`src/hdl/lfu_pkg.sv`:
```
// Shared types and constants for the LFU cache directory.
// No dependencies; every other file of the block imports this package.
package lfu_pkg;

  localparam int KEY_W   = 64;
  localparam int COUNT_W = 32;
  localparam int TIME_W  = 48;
  localparam int CAP_W   = 7;

  localparam logic [CAP_W-1:0]   CAP_RESET = 7'd64;
  localparam logic [COUNT_W-1:0] COUNT_MAX = '1;

  // Request command codes.
  localparam logic CMD_ACCESS = 1'b0;
  localparam logic CMD_REMOVE = 1'b1;

  // One directory entry as stored in the entry memory.
  typedef struct packed {
    logic               valid;
    logic [KEY_W-1:0]   key;
    logic [COUNT_W-1:0] count;
    logic [TIME_W-1:0]  stamp;
  } entry_t;

  // Outcome of the shared compare unit.
  typedef struct packed {
    logic key_eq;   // keys are equal
    logic earlier;  // entry A is evicted ahead of entry B
    logic tie;      // equal count and equal time
  } cmp_t;

endpackage

```
`src/hdl/lfu_cmp.sv`:
```
// Shared compare unit: key match and eviction order of two entries.
// Depends on lfu_pkg for widths and the result struct.
module lfu_cmp import lfu_pkg::*; (
  input  logic [KEY_W-1:0]   a_key,
  input  logic [COUNT_W-1:0] a_count,
  input  logic [TIME_W-1:0]  a_stamp,
  input  logic [KEY_W-1:0]   b_key,
  input  logic [COUNT_W-1:0] b_count,
  input  logic [TIME_W-1:0]  b_stamp,
  output cmp_t               result
);

  // Lower count goes first; equal counts fall back to the older time.
  always_comb begin
    result.key_eq = (a_key == b_key);
    result.tie    = (a_count == b_count) && (a_stamp == b_stamp);
    if (a_count != b_count) begin
      result.earlier = (a_count < b_count);
    end else begin
      result.earlier = (a_stamp < b_stamp);
    end
  end

endmodule

```
`config.mk`:
```
export PLATFORM = sky130hd
export DESIGN_NAME = lfu_cmp
export DESIGN_NICKNAME = d
export VERILOG_FILES = /design/src/hdl/lfu_pkg.sv /design/src/hdl/lfu_cmp.sv
export SDC_FILE = /design/constraint.sdc
export NUM_CORES = 1
export LEC_CHECK = 0
export BUFFER_PORTS_ARGS = -buffer_cell sky130_fd_sc_hd__clkbuf_2
export CAP_MARGIN = 20
export CORE_AREA = 2 2 112 114
export DETAILED_ROUTE_END_ITERATION = 10
export DIE_AREA = 0 0 114 116
export PLACE_DENSITY = 0.69
export SYNTH_ARGS = -nofsm -noshare
export SYNTH_HDL_FRONTEND = slang
export SYNTH_SLANG_ARGS = --single-unit
```
`constraint.sdc`:
```
create_clock -name vclk -period 1.7
set_input_delay 0.17 -clock vclk [all_inputs]
set_output_delay 0.17 -clock vclk [all_outputs]
set_load 0.02 [all_outputs]
```
======== Word level (Yosys, flattened, before mapping) ========
Index checks and enable logic that the tools add are counted.
word-level totals
  bits in registers ....................... 0
cells by class
  reductions and logical operators ........ 1
  multiplexer cells ....................... 1
  equality and inequality tests ........... 4
  order comparisons ....................... 2
operators by type and width
  cell               count
  $eq 64x64->1       1
  $eq 48x48->1       1
  $lt 48x48->1       1
  $eq 32x32->1       1
  $lt 32x32->1       1
  $ne 32x32->1       1
  $logic_and 1x1->1  1
  $mux 1             1

======== Depth between registers and ports, before layout ========
  depth after elaboration ................. 2
  depth in mapped cells ................... 8
  mapped depth without buffers ............ 8

======== Least setup slack after synthesis ========
Ideal clock, no wire load.
  path type ............................... in2out
  start ................................... input b_stamp[45]
  end ..................................... output result[0] (netlist bit)
  arrival time ............................ 1.894 ns
  path slack .............................. -0.364 ns
  path buffers ............................ 0
  data required time ...................... 1.530 ns
  stages .................................. 7
  cells stage by stage .................... inv_1 > ha_1 > nand4_1 > nor4_1 > and2_1 > nand3_1 > nor4_1
RTL lines
  item                RTL line       source
  start: declaration  lfu_cmp.sv:9   input logic [TIME_W-1:0] b_stamp,
  end: declaration    lfu_cmp.sv:10  output cmp_t result

==> impl_metrics.ini <==
[route]
vias = 3549
firstDrtPassIters = 4
antenna_left = 0
drt-initial-drc-count = 105
route.detailed.drc = 0
post_drt_wl_per_cell_um = 12.7
vias_per_cell = 4.26
wirelength_um = 10500

[cells_and_area]
area_delta_synth_final_pct = 83.2
seq_area_um2 = 0
fin_util = 0.420
fin_nets = 1055
nFlopsAndLatches = 0
clkbuf_count = 0
drive_above_1_share = 0.533
fillers = 1217

[pwr]
total_power_mw = 1.08
powerDensity_nw_per_um2 = 216
peakVddDrop_mv = 0.113
leakage_nw = 3.05

[sta]
fin_ws_ns = -0.469
drv_slew = 0
hold_viol = 0
rsz0062_at_grt = yes
max-slew-margin-rel = 0.757
tightest_slew_ns = 0.355
period_share = 1.28
timing.fmax_mhz = 461
holdWs_ns = 0.896
setup_viol = 2
period_minus_slack_ns = 2.17

[synth]
synth.area.top_cells = ha_1 (37%), xor2_1 (21%), inv_1 (11%)
post-synth-top-area-cell = ha_1
synth_area_um2 = 2730
ys_warn_count = 0
ys_seq_area_frac = 0
synthTopCellsByCount = inv_1 (81), ha_1 (80), xor2_1 (64)
synthCells = 363
synth_nets = 731
syn-mean-instance-area_um2 = 7.53
synth_cell_type_count = 33
synth_top_area_frac = 0.366
synth_most_common_cell = inv_1

[clocking]
holdBufCountCts = 0

[grt]
gr-usage-met1 = 0.194
grt_use_met3 = 0.0220
antenna_found_initial = 3
grt_remaining_overflow = 0
track_usage = 0.140
grt_max_degree = 4
grt_pass1_vias = 3530
grt-busiest-layer = met2
grt_first_pass_wirelength_um = 15300
met2_usage = 0.241

[placed_design]
portBuffers = 291
hpwl_um = 9780
gp_congestion = 0.823

[floorplan]
start_util = 0.229
dieWidth_um = 114
rows = 40
dieHeight_um = 116
io_pins = 291
die_area_um2 = 13200
core_area_um2 = 11900

[critical_path]
worstPathArrival_ns = 2.00
cp-end-kind = output port
endpoint = result[1]
setup.worst_path.start_class = input pin
critPathMaxFanout = 2
critPathLaunch = b_stamp[9]
required_ns = 1.53
crit_type = in -> out

[worst_hold_path]
min_from = a_count[31]
hold_class = in -> out

[outcome]
status = finished, violations left
violations = setup timing

[flow_run]
maxCapViolations = 0
## cells by family (layout without fill, tap and decap cells)
family,Yosys count,after routing,share of synthesized area
compound gates,66,66,0.157
other cells,0,1,0
buf+inv,81,403,0.111
simple gates,72,72,0.161
fa+ha+maj,80,80,0.366
xor+xnor,64,64,0.205
## per-layer routing
metal,share of wire,vias to the layer above
met5,0.0026,-
met2,0.50,121
li1,-,1914
met3,0.065,6
met4,0.0020,4
met1,0.43,1504
## critical path: stages
cell       delay [ns]
clkbuf_2         0.08
inv_1            0.04
ha_1             0.28
nand4_1          0.12
or4_4            0.54
a21oi_2          0.12
nor4b_1          0.06
buf_4            0.14
o2111ai_2        0.20
o21ai_2          0.09
clkbuf_8         0.16
## power by group
group / internal, mW / switching [mW] / total [mW]
combinational: 0.607 / 0.475 / 1.08
sequential: 0 / 0 / 0
clock: 0.0000000786 / 0 / 0.0000000786
total: 0.607 / 0.475 / 1.08
## how the worst min path moves through the flow
| stage | slack [ns] | cells after the start | to |
|---|---|---|---|
| floorplan | 0.65 | 4 | result[2] |
| global placement | 0.89 | 6 | result[1] |
| detailed placement | 0.89 | 6 | result[1] |
| CTS | 0.88 | 6 | result[1] |
| global route | 0.97 | 6 | result[1] |
| finish | 0.90 | 6 | result[1] |
## layout make-up
type / instances / area (µm²) / area share
well taps: 147 / 184 / 0.0367
multi-input cells: 282 / 2710 / 0.542
repair buffers: 322 / 1790 / 0.357
inverters: 81 / 322 / 0.0642
diodes: 1 / 2.50 / 0.000500
## layout by cell type, fill, tap and decap left out, types with 2 or more instances in the layout
cell	synthesis	final
inv_1	81	73
inv_4	0	4
inv_2	0	3
nor4_4	1	2
clkbuf_8	0	2
ha_1	80	66
nand4_1	17	17
xor2_1	64	64
o31ai_1	2	2
a21o_1	20	20
nor2b_1	2	2
nor4_2	0	10
buf_4	0	31
ha_4	0	14
buf_6	0	11
a21oi_1	26	26
nor2_1	4	4
o21ai_0	6	5
clkbuf_2	0	277
nand2_1	13	13
nor4_1	19	8
nand3_1	6	5
nand2b_1	2	2
and4_1	2	2
## through the flow
stage | cells | cell area [µm²] | setup WS, ns | TNS [ns]
after floorplan | 363 | 2870 | -0.0983 | -0.190
after global placement | 830 | 4730 | -0.645 | -1.15
after detailed placement | 830 | 4730 | -0.638 | -1.16
after CTS | 831 | 4810 | -0.543 | -0.917
after global routing | 832 | 5000 | -0.626 | -1.15
final | 833 | 5000 | -0.469 | -0.810
## what timing repair did
| item | CTS | global route |
|---|---|---|
| gates cloned | 0 | 0 |
| gates resized for setup | 12 | 35 |
| setup buffers | 2 | 1 |
| pin swaps | 7 | 9 |
| endpoints found under the setup margin | 3 | 3 |
(Power assumes the default switching activity.)
